`src/sv/lattice_coeff_rounding_unit_assert.svh`:
```
// assertion helpers for the rounding unit
`ifndef LATTICE_COEFF_ROUNDING_UNIT_ASSERT_SVH
`define LATTICE_COEFF_ROUNDING_UNIT_ASSERT_SVH

// same-cycle implication, checked out of reset
`define LCRU_ASSERT_IMP(label, clk, rst_n, ante, cons) \
    label: assert property (@(posedge clk) disable iff (!rst_n) (ante) |-> (cons)) \
        else $error("lcru assertion failed");

// next-cycle implication, checked out of reset
`define LCRU_ASSERT_NXT(label, clk, rst_n, ante, cons) \
    label: assert property (@(posedge clk) disable iff (!rst_n) (ante) |=> (cons)) \
        else $error("lcru assertion failed");

`endif

```
`src/sv/lcru_pkg.sv`:
```
package lcru_pkg;

    typedef enum logic [1:0] {
        OP_P2R     = 2'd0,
        OP_DECOMP  = 2'd1,
        OP_HINT    = 2'd2,
        OP_INVALID = 2'd3
    } t_req_op;

    localparam int unsigned DROPPED_BITS_DEF = 13;

    localparam int unsigned MODQ      = 8380417;
    localparam int unsigned HALF_Q    = (MODQ - 1) / 2;
    localparam int unsigned TWO_G2_32 = 2 * ((MODQ - 1) / 32);
    localparam int unsigned TWO_G2_88 = 2 * ((MODQ - 1) / 88);

    // reciprocal constants and rounding offsets for the high part estimate
    localparam int unsigned RECIP_32  = 1025;
    localparam int unsigned RECIP_88  = 11275;
    localparam int unsigned RND_32    = 1 << 21;
    localparam int unsigned RND_88    = 1 << 23;
    localparam int unsigned PRE_RND   = 127;

    localparam int unsigned TOP_32    = 15;
    localparam int unsigned TOP_88    = 43;

    localparam int unsigned COEFF_W = 23;
    localparam int unsigned HIGH_W  = 10;
    localparam int unsigned LOW_W   = 19;

endpackage

```
`src/sv/lattice_coeff_rounding_unit.sv`:
```
// an accepted input beat passes the stage registers s1, s2, s3 and s4 in order to its output beat
// throughput: one beat per cycle; stages s1..s4 advance together when s4 is empty or taken
// s2 holds the reciprocal multiply, s3 the high part times 2*gamma2, s4 the low part fixup
// reset: synchronous active low, clears all stage valids and gamma2_mode
module lattice_coeff_rounding_unit #(
    parameter int unsigned DROPPED_BITS = lcru_pkg::DROPPED_BITS_DEF
) (
    input  logic                                   i_clk,
    input  logic                                   i_rst_n,
    // input beat
    input  logic                                   i_valid,
    output logic                                   o_stall,
    input  logic [1:0]                             i_req_type,
    input  logic [lcru_pkg::COEFF_W-1:0]           i_coeff,
    input  logic                                   i_hint,
    // configuration
    input  logic                                   i_cfg_we,
    input  logic                                   i_cfg_wdata,
    // output beat
    output logic                                   o_valid,
    input  logic                                   i_stall,
    output logic [lcru_pkg::HIGH_W-1:0]            o_high_part,
    output logic signed [lcru_pkg::LOW_W-1:0]      o_low_part,
    output logic                                   o_bad_input
);

    `include "lattice_coeff_rounding_unit_assert.svh"

    // power2round sum is wide enough for the coefficient plus rounding and a 10 bit quotient
    localparam int unsigned SUM_W =
        (DROPPED_BITS + lcru_pkg::HIGH_W > 24) ? DROPPED_BITS + lcru_pkg::HIGH_W : 24;
    localparam int unsigned P2_RND = (1 << (DROPPED_BITS - 1)) - 1;

    localparam int unsigned T_W    = 17;  // (a + 127) >> 7
    localparam int unsigned PROD_W = 32;
    localparam int unsigned HI_W   = 6;
    localparam int unsigned M_W    = 24;
    localparam int unsigned R_W    = 25;

    // global advance: the whole pipe moves when the output slot frees up
    logic w_adv;

    logic r_gamma2_mode;

    // stage 1
    logic                               r_v1;
    lcru_pkg::t_req_op                  r_op1;
    logic                               r_bad1;
    logic                               r_hint1;
    logic [lcru_pkg::COEFF_W-1:0]       r_a1;
    logic [T_W-1:0]                     r_t1;
    logic [lcru_pkg::HIGH_W-1:0]        r_p2hi1;
    logic [lcru_pkg::LOW_W-1:0]         r_p2lo1;

    // stage 2
    logic                               r_v2;
    lcru_pkg::t_req_op                  r_op2;
    logic                               r_bad2;
    logic                               r_hint2;
    logic [lcru_pkg::COEFF_W-1:0]       r_a2;
    logic [PROD_W-1:0]                  r_prod2;
    logic [lcru_pkg::HIGH_W-1:0]        r_p2hi2;
    logic [lcru_pkg::LOW_W-1:0]         r_p2lo2;

    // stage 3
    logic                               r_v3;
    lcru_pkg::t_req_op                  r_op3;
    logic                               r_bad3;
    logic                               r_hint3;
    logic [lcru_pkg::COEFF_W-1:0]       r_a3;
    logic [HI_W-1:0]                    r_hi3;
    logic [M_W-1:0]                     r_m3;
    logic [lcru_pkg::HIGH_W-1:0]        r_p2hi3;
    logic [lcru_pkg::LOW_W-1:0]         r_p2lo3;

    // stage 4 (output register)
    logic                               r_v4;
    lcru_pkg::t_req_op                  r_op4;
    logic [lcru_pkg::HIGH_W-1:0]        r_hi4;
    logic [lcru_pkg::LOW_W-1:0]         r_lo4;
    logic                               r_bad4;

    // next values
    lcru_pkg::t_req_op                  n_op1;
    logic                               n_bad1;
    logic [SUM_W-1:0]                   w_p2_sum;
    logic [T_W-1:0]                     n_t1;
    logic [lcru_pkg::HIGH_W-1:0]        n_p2hi1;
    logic [lcru_pkg::LOW_W-1:0]         n_p2lo1;
    logic [PROD_W-1:0]                  n_prod2;
    logic [HI_W-1:0]                    n_hi3;
    logic [M_W-1:0]                     n_m3;
    logic signed [R_W-1:0]              w_r0_raw;
    logic signed [R_W-1:0]              w_r0;
    logic                               w_wrap;
    logic                               w_pos;
    logic [HI_W-1:0]                    w_hint_hi;
    logic [lcru_pkg::HIGH_W-1:0]        n_hi4;
    logic [lcru_pkg::LOW_W-1:0]         n_lo4;

    assign w_adv   = !r_v4 || !i_stall;
    assign o_stall = !w_adv;

    // configuration register
    always_ff @(posedge i_clk) begin
        if (!i_rst_n) begin
            r_gamma2_mode <= 1'b0;
        end else if (i_cfg_we) begin
            r_gamma2_mode <= i_cfg_wdata;
        end
    end

    // s1: range check, power2round, pre-rounded coefficient for the divide estimate
    always_comb begin
        n_op1    = lcru_pkg::t_req_op'(i_req_type);
        n_bad1   = (n_op1 == lcru_pkg::OP_INVALID) ||
                   (i_coeff >= lcru_pkg::COEFF_W'(lcru_pkg::MODQ));
        w_p2_sum = SUM_W'(i_coeff) + SUM_W'(P2_RND);
        // high part wraps to 10 bits when the dropped width is small
        n_p2hi1  = w_p2_sum[DROPPED_BITS +: lcru_pkg::HIGH_W];
        // low part = (a + half - 1) mod 2^D - (half - 1)
        n_p2lo1  = lcru_pkg::LOW_W'(w_p2_sum[DROPPED_BITS-1:0]) - lcru_pkg::LOW_W'(P2_RND);
        n_t1     = T_W'((24'(i_coeff) + 24'(lcru_pkg::PRE_RND)) >> 7);
    end

    // s2: reciprocal multiply with rounding offset
    always_comb begin
        if (r_gamma2_mode) begin
            n_prod2 = PROD_W'(r_t1) * PROD_W'(lcru_pkg::RECIP_88) + PROD_W'(lcru_pkg::RND_88);
        end else begin
            n_prod2 = PROD_W'(r_t1) * PROD_W'(lcru_pkg::RECIP_32) + PROD_W'(lcru_pkg::RND_32);
        end
    end

    // s3: pick the high part, fold the wrap case, scale back by 2*gamma2
    always_comb begin
        if (r_gamma2_mode) begin
            n_hi3 = r_prod2[24 +: HI_W];
            if (n_hi3 > HI_W'(lcru_pkg::TOP_88)) begin
                n_hi3 = '0;
            end
            n_m3 = M_W'(n_hi3) * M_W'(lcru_pkg::TWO_G2_88);
        end else begin
            // mod 16 keeps only four bits
            n_hi3 = HI_W'(r_prod2[25:22]);
            n_m3  = M_W'(n_hi3) * M_W'(lcru_pkg::TWO_G2_32);
        end
    end

    // s4: low part with the centered fixup, hint step, result select
    always_comb begin
        w_r0_raw = $signed({2'b00, r_a3}) - $signed({1'b0, r_m3});
        w_wrap   = w_r0_raw > $signed(R_W'(lcru_pkg::HALF_Q));
        w_r0     = w_wrap ? (w_r0_raw - $signed(R_W'(lcru_pkg::MODQ))) : w_r0_raw;
        // after the fixup the low part is positive only when it is above zero and did not wrap
        w_pos    = (w_r0_raw > $signed(R_W'(0))) && !w_wrap;

        w_hint_hi = r_hi3;
        if (r_hint3) begin
            if (r_gamma2_mode) begin
                if (w_pos) begin
                    w_hint_hi = (r_hi3 == HI_W'(lcru_pkg::TOP_88)) ? '0 : r_hi3 + HI_W'(1);
                end else begin
                    w_hint_hi = (r_hi3 == '0) ? HI_W'(lcru_pkg::TOP_88) : r_hi3 - HI_W'(1);
                end
            end else begin
                if (w_pos) begin
                    w_hint_hi = (r_hi3 + HI_W'(1)) & HI_W'(lcru_pkg::TOP_32);
                end else begin
                    w_hint_hi = (r_hi3 - HI_W'(1)) & HI_W'(lcru_pkg::TOP_32);
                end
            end
        end

        n_hi4 = '0;
        n_lo4 = '0;
        if (!r_bad3) begin
            case (r_op3)
                lcru_pkg::OP_P2R: begin
                    n_hi4 = r_p2hi3;
                    n_lo4 = r_p2lo3;
                end
                lcru_pkg::OP_DECOMP: begin
                    n_hi4 = lcru_pkg::HIGH_W'(r_hi3);
                    n_lo4 = w_r0[lcru_pkg::LOW_W-1:0];
                end
                lcru_pkg::OP_HINT: begin
                    n_hi4 = lcru_pkg::HIGH_W'(w_hint_hi);
                end
                default: begin
                    n_hi4 = '0;
                    n_lo4 = '0;
                end
            endcase
        end
    end

    // stage valids
    always_ff @(posedge i_clk) begin
        if (!i_rst_n) begin
            r_v1 <= 1'b0;
            r_v2 <= 1'b0;
            r_v3 <= 1'b0;
            r_v4 <= 1'b0;
        end else if (w_adv) begin
            r_v1 <= i_valid;
            r_v2 <= r_v1;
            r_v3 <= r_v2;
            r_v4 <= r_v3;
        end
    end

    // stage payloads, no reset needed
    always_ff @(posedge i_clk) begin
        if (w_adv) begin
            r_op1   <= n_op1;
            r_bad1  <= n_bad1;
            r_hint1 <= i_hint;
            r_a1    <= i_coeff;
            r_t1    <= n_t1;
            r_p2hi1 <= n_p2hi1;
            r_p2lo1 <= n_p2lo1;

            r_op2   <= r_op1;
            r_bad2  <= r_bad1;
            r_hint2 <= r_hint1;
            r_a2    <= r_a1;
            r_prod2 <= n_prod2;
            r_p2hi2 <= r_p2hi1;
            r_p2lo2 <= r_p2lo1;

            r_op3   <= r_op2;
            r_bad3  <= r_bad2;
            r_hint3 <= r_hint2;
            r_a3    <= r_a2;
            r_hi3   <= n_hi3;
            r_m3    <= n_m3;
            r_p2hi3 <= r_p2hi2;
            r_p2lo3 <= r_p2lo2;

            r_op4   <= r_op3;
            r_hi4   <= n_hi4;
            r_lo4   <= n_lo4;
            r_bad4  <= r_bad3;
        end
    end

    assign o_valid     = r_v4;
    assign o_high_part = r_hi4;
    assign o_low_part  = $signed(r_lo4);
    assign o_bad_input = r_bad4;

    // rejected beats carry an all-zero payload
    `LCRU_ASSERT_IMP(a_bad_zero, i_clk, i_rst_n, r_v4 && r_bad4, (r_hi4 == '0) && (r_lo4 == '0))

    // a blocked output beat must push back on the input side
    `LCRU_ASSERT_IMP(a_backpressure, i_clk, i_rst_n, r_v4 && i_stall, o_stall)

    // gamma2 high parts stay within their modulus
    `LCRU_ASSERT_IMP(a_hi_range, i_clk, i_rst_n,
        r_v4 && !r_bad4 && (r_op4 != lcru_pkg::OP_P2R),
        r_gamma2_mode ? (r_hi4 <= lcru_pkg::HIGH_W'(lcru_pkg::TOP_88))
                      : (r_hi4 <= lcru_pkg::HIGH_W'(lcru_pkg::TOP_32)))

    // the hint step gives no low part
    `LCRU_ASSERT_IMP(a_hint_lo, i_clk, i_rst_n,
        r_v4 && (r_op4 == lcru_pkg::OP_HINT), r_lo4 == '0)

    // a stalled output slot keeps its valid
    `LCRU_ASSERT_NXT(a_hold, i_clk, i_rst_n, r_v4 && i_stall, r_v4)

endmodule
```
`config.mk`:
```
export PLATFORM = sky130hd
export DESIGN_NAME = lattice_coeff_rounding_unit
export DESIGN_NICKNAME = d
export VERILOG_FILES = /design/src/sv/lcru_pkg.sv /design/src/sv/lattice_coeff_rounding_unit.sv
export VERILOG_INCLUDE_DIRS = /design/src /design/src/sv
export SDC_FILE = /design/constraint.sdc
export NUM_CORES = 1
export LEC_CHECK = 0
export BUFFER_PORTS_ARGS = -buffer_cell sky130_fd_sc_hd__buf_2
export CAP_MARGIN = 25
export CORE_ASPECT_RATIO = 0.75
export CORE_MARGIN = 4
export CORE_UTILIZATION = 50
export CTS_BUF_LIST = sky130_fd_sc_hd__clkbuf_4 sky130_fd_sc_hd__clkbuf_8
export CTS_CLUSTER_DIAMETER = 50
export DETAILED_ROUTE_END_ITERATION = 8
export GPL_ROUTABILITY_DRIVEN = 0
export PLACE_DENSITY_LB_ADDON = 0.05
export REMOVE_ABC_BUFFERS = 1
export SLEW_MARGIN = 10
export SYNTH_ARGS = -nofsm -noshare
export SYNTH_HDL_FRONTEND = slang
export SYNTH_SLANG_ARGS = --single-unit
```
`constraint.sdc`:
```
create_clock -name i_clk -period 7.94 [get_ports i_clk]
set_clock_uncertainty 0.15 [all_clocks]
set_input_delay 0.397 -clock i_clk [delete_from_list [all_inputs] [get_ports i_clk]]
set_output_delay 0.397 -clock i_clk [all_outputs]
set_load 0.03 [all_outputs]
```
-- Word-level counts from Yosys, hierarchy flattened
Cells that the tools add are included.
- word-level logic and storage cells: 77
- register bits after elaboration: 280
- output and inout port bits: 32
- input port bits: 32
- reduce and logical (&&, ||, !) cells: 9
- muxes and demuxes: 14
- add/sub/neg operators: 9
- magnitude comparators: 4
- eq/ne operators: 4
- multiply operators: 4
- operator list (kind ; number):
    $mux 6 ; 7
    $pmux 19 s2 ; 1
    $add 30x24->30 const B ; 1
    $mul 17x14->30 const B ; 1
    $mux 30 ; 1
    $pmux 10 s3 ; 1
    $add 28x22->29 const B ; 1
    $mul 17x11->28 const B ; 1
    $gt 25x1->1 const B ; 1
    $gt 25x23->1 const B ; 1
    $sub 23x24->25 ; 1
    $add 23x7->24 const B ; 1
    $add 23x12->23 const B ; 1
    $ge 23x23->1 const B ; 1
    $mux 23 ; 1
    $mux 19 ; 1
    $sub 19x14->19 const B ; 1
    $mul 4x10->14 const B ; 1
    $sub 13x12->14 const B ; 1
    $mul 6x7->13 const B ; 1
    $mux 4 ; 2
    $add 6x1->6 const B ; 1
    $eq 6x6->1 const B ; 1
    $gt 6x6->1 const B ; 1
    other kinds (8) ; 13

-- Longest topological paths before layout
- depth after elaboration: 8
- mapped depth: 21
- depth with buffers taken out: 21

-- Worst setup path after synthesis
OpenSTA, ideal clock, no wires.
- kind: register to register
- start point: register r_v4, in the netlist o_valid
- end point: register r_v4, in the netlist o_valid
- library setup time: 125 ps
- arrival time: 7270 ps
- data required time: 7665 ps
- setup slack: 395 ps
- clock period less this slack: 7545 ps
- stages on the path, launching flop included: 4
- buffers on the path: 0
- cell sequence: dfxtp_1 nand2_1 inv_1 o21a_1
- cells in the longest elaborated chain, start to end: 2
- ends and longest elaborated chain (what ; RTL line ; RTL):
    start, declared ; lattice_coeff_rounding_unit.sv:77 ; logic r_v4;
    start signal, assigned ; lattice_coeff_rounding_unit.sv:209 ; r_v4 <= r_v3;
    $logic_not 1->1 ; lattice_coeff_rounding_unit.sv:101 ; assign w_adv = !r_v4 || !i_stall;
    $logic_or 1x1->1 ; lattice_coeff_rounding_unit.sv:101 ;
No other way between the ends.
A chain may end at the register's enable or synchronous reset.

-- Worst setup path after layout
- start point: register r_t1[11]
- end point: register r_prod2[29], data pin
- cells in the longest elaborated chain, start to end: 3
- ends and longest elaborated chain (what ; RTL line ; RTL):
    start, declared ; lattice_coeff_rounding_unit.sv:51 ; logic [T_W-1:0] r_t1;
    start signal, assigned ; lattice_coeff_rounding_unit.sv:220 ; r_t1 <= n_t1;
    $mul 17x14->30 ; lattice_coeff_rounding_unit.sv:129 ; n_prod2 = PROD_W'(r_t1) * PROD_W'(lcru_pkg::RECIP_88) + PROD_W'(lcru_pkg::RND_88);
    $add 30x24->30 ; lattice_coeff_rounding_unit.sv:129 ;
    $mux 30 ; lattice_coeff_rounding_unit.sv:128 ; if (r_gamma2_mode) begin
    end signal, assigned ; lattice_coeff_rounding_unit.sv:228 ; r_prod2 <= n_prod2;
    end, declared ; lattice_coeff_rounding_unit.sv:61 ; logic [PROD_W-1:0] r_prod2;
No other way between the ends.

==> flow_summary.yaml <==
clock_network:
  cts_buffer_depth: 3
  cts_buffers: 39
  cts_resized: 0
  clock_latency_ps: 540
  ctsHtreeMaxLevel: 2
  clkTransAtPathRegs_ps: 70
  root_buffer: "clkbuf_8"
  cts_tree: "done"
  cts.sinks: 231
grt:
  grt_pass1_vias: 9941
  grt_pass1_wl_um: 53700
  grt_max_degree: 187
  grt_use_total: 0.1965
  antenna_found_initial: 0
  overflow: 0
synth:
  ys_seq_area_frac: 0.4378
  ys_ff_latch: 231
  yosys.area.top_type_share: 0.4314
  ys.flop_type: "edfxtp_1"
  synthCells: 1360
  synthArstFlopShare: 0
  ys_top_cells_by_area: "edfxtp_1, ha_1, fa_1, inv_1, xnor2_1"
  avgSynthCellArea_um2: 11.57
  synth_area_um2: 15730
  synth_area_leader_cell: "edfxtp_1"
  synth_cell_type_count: 73
  ys.warnings.count: 0
  synth_edf_count: 226
pwr:
  power.density_nw_per_um2: 311.7
  leakage_nw: 7.929
  ir_worst_vdd_uv: 161.7
  pwr-share-clk: 0.197
  p_int_mw: 3.246
  p_comb_frac: 0.500
  switchingPower_mw: 2.172
  swShare: 0.4009
  p_seq_frac: 0.303
critical_path:
  worstPathRequired_ps: 8170
  timing.rr.end: "r_prod2[29]"
  rr_startpoint: "r_t1[11]"
  cp_top_family: "adder cells"
  worst-path-stages: 21
  worstSetupEndpointType: "flip-flop"
  crit_type: "flip-flop to flip-flop"
  worst-path-buf-inv: 4
  endpoint: "r_prod2[29]"
  crit_slowest_cell: "a2111oi_0"
  critPathArrivalTime_ps: 6560
  startpoint: "r_t1[11]"
  cp_slowest_stage_delay_ps: 720
  worst_path_most_repeated_cell: "ha_1"
  crit_chain: "inv_1 -> ha_1 -> inv_1 -> ha_1 -> ha_1 -> ha_1 -> inv_1 -> fa_1 -> inv_1 -> fa_1 -> ha_1 -> a21oi_1 -> nor2b_1 -> o21ai_0 -> nand2_1 -> a2111oi_0 -> o211ai_1 -> a311oi_1 -> nor2b_1 -> or3_1 -> a21boi_0"
  r2r_cells: 21
  r2r_slack_ps: 1610
  critPathLaunchType: "flip-flop"
  path_max_fanout: 7
drt:
  wl_per_cell_um: 17.62
  drtIter0Drc: 621
  first_pass_iters: 5
  routed-via-count: 10023
  viasPerCell: 5.348
  drtAntennaViolNets: 0
  drc: 0
  routed_wl_um: 33010
placement:
  dpl.hpwl_um: 25040
  place_area_um2: 16430
  io_buffers: 63
timing:
  worst_slew_pin_slew_ps: 977.6
  setup_tns_ps: 0
  max_freq_ghz: 0.1579
  fin_crit_sh: 0.7978
  setup_viol: 0
  final-hold-violation-count: 0
  relSlewSlack: 0.3483
  rsz0062_at_grt: "false"
  finalCriticalPeriod_ps: 6335
  slew_viol_final: 0
finish:
  fin_area_um2: 17380
  fin_nets: 1764
  diodes: 0
  final_common_cell: "edfxtp_1"
  layout-area-overhead-vs-synth_pct: 10.50
  mostFrequentLayoutCells: "edfxtp_1, ha_1, inv_1"
  drive_above_1_share: 0.1098
floorplanning:
  io_pins: 64
  rows: 55
  die_h_um: 161.6
  start_util: 0.5149
  coreArea_um2: 30550
  die_area_um2: 34390
  die_w_um: 212.8
status:
  status: "finished, final reports clean"
flow_run:
  maxCapViolCount: 0
min_path:
  hold_path_class: "primary input to flip-flop"
==> synth_stat cells, types with 11 or more instances <==
| master | count |
|---|---|
| o21ai_0 | 46 |
| xnor2_1 | 56 |
| nand3_1 | 30 |
| a21o_1 | 26 |
| ha_1 | 223 |
| nand2b_1 | 11 |
| fa_1 | 61 |
| a21oi_1 | 48 |
| and3_1 | 16 |
| nor2_1 | 66 |
| nand2_1 | 73 |
| o211ai_1 | 12 |
| xor2_1 | 43 |
| inv_1 | 188 |
| clkbuf_1 | 24 |
| nor3_1 | 23 |
| edfxtp_1 | 226 |
| nand4_1 | 11 |
==> sequential cells by signal, summed over array words and instances, names as in the netlist, 2 cells and up <==
name	count
r_p2hi1	10
r_a1	23
r_m3	15
r_op1	2
r_a3	23
r_hi3	6
r_op3	2
r_p2lo2	13
o_high_part	10
r_p2lo1	13
r_prod2	8
o_low_part	19
r_p2hi3	10
r_a2	23
r_t1	17
r_p2lo3	13
r_op2	2
r_p2hi2	10
==> how the worst min path moves through the flow <==
stage	to	slack, ps	cells past startpoint	startpoint
6_report	r_gamma2_mode	40	3	i_cfg_wdata
5_1_grt	r_a1[10]	20	1	i_coeff[10]
4_1_cts	r_a1[10]	4	1	i_coeff[10]
3_5_place_dp	r_a2[12]	250	0	r_a1[12]
3_3_place_gp	r_a3[16]	250	0	r_a2[16]
2_1_floorplan	r_a2[0]	250	0	r_a1[0]
==> logic make-up (layout without fill, tap and decap cells) <==
logic type / Yosys count / count (layout) / share of synthesized area
compound gates: 216 / 216 / 0.09322
mux: 7 / 7 / 0.004693
xor+xnor: 99 / 99 / 0.05512
fa+ha+maj: 284 / 284 / 0.2550
buf+inv: 225 / 340 / 0.05496
flops: 231 / 231 / 0.4378
simple gates: 298 / 298 / 0.09926
==> power by group through the flow <==
| stage | sequential, mW | clock, mW | combinational (mW) |
|---|---|---|---|
| floorplan | 1.69 | 0 | 2.00 |
| global placement | 1.66 | 0 | 2.66 |
| detailed placement | 1.67 | 0 | 2.70 |
| CTS | 1.64 | 1.10 | 2.73 |
| global route | 1.66 | 1.16 | 3.11 |
| finish | 1.64 | 1.07 | 2.71 |
==> stage by stage <==
stage	power [mW]	util	setup WS (ps)	hold slack [ps]	std cells
2_1_floorplan	3.697	-	394.5	250.3	1323
3_3_place_gp	4.322	0.5377	1884	251.2	1788
3_5_place_dp	4.370	0.5377	1649	254.5	1788
4_1_cts	5.479	0.5689	1622	4.306	1874
5_1_grt	5.938	0.5689	1122	18.62	1874
6_report	5.418	0.5689	1605	44.79	1874
==> final cells by class <==
cell class                 count  area, um2
fill                        2594      13170
multi-input combinational    904       7988
sequential                   231       6887
inverter                     188      705.7
clock buffer                  50      631.9
timing repair buffer          84      530.5
tap                          399      499.2
clock inverter                18      141.4
==> worst reg2reg max path, cell delays in order, from the launching register on <==
cell       delay [ps]
edfxtp_1          550
inv_1             170
ha_1              350
inv_1             120
ha_1              250
ha_1              290
ha_1              270
inv_1              50
fa_1              540
inv_1              60
fa_1              470
ha_1              320
a21oi_1           240
nor2b_1            80
o21ai_0           140
nand2_1            70
a2111oi_0         720
o211ai_1          340
a311oi_1          400
nor2b_1           100
or3_1             340
a21boi_0          160
==> timing repair <==
action	in CTS	in global routing
hold buffers	18	0
endpoints found under the hold margin	21	0
buffers inserted	0	0
==> layer usage <==
layer | part of all wire | global-route usage | wire length, um | vias to the layer above
met5 | 0 | 0 | 0 | -
met4 | 0.014 | 0.04536 | 478 | 0
met3 | 0.047 | 0.03515 | 1565 | 34
met2 | 0.42 | 0.2805 | 13850 | 191
met1 | 0.52 | 0.3111 | 17120 | 4791
li1 | - | - | - | 5007
(Power assumes the default switching activity.)
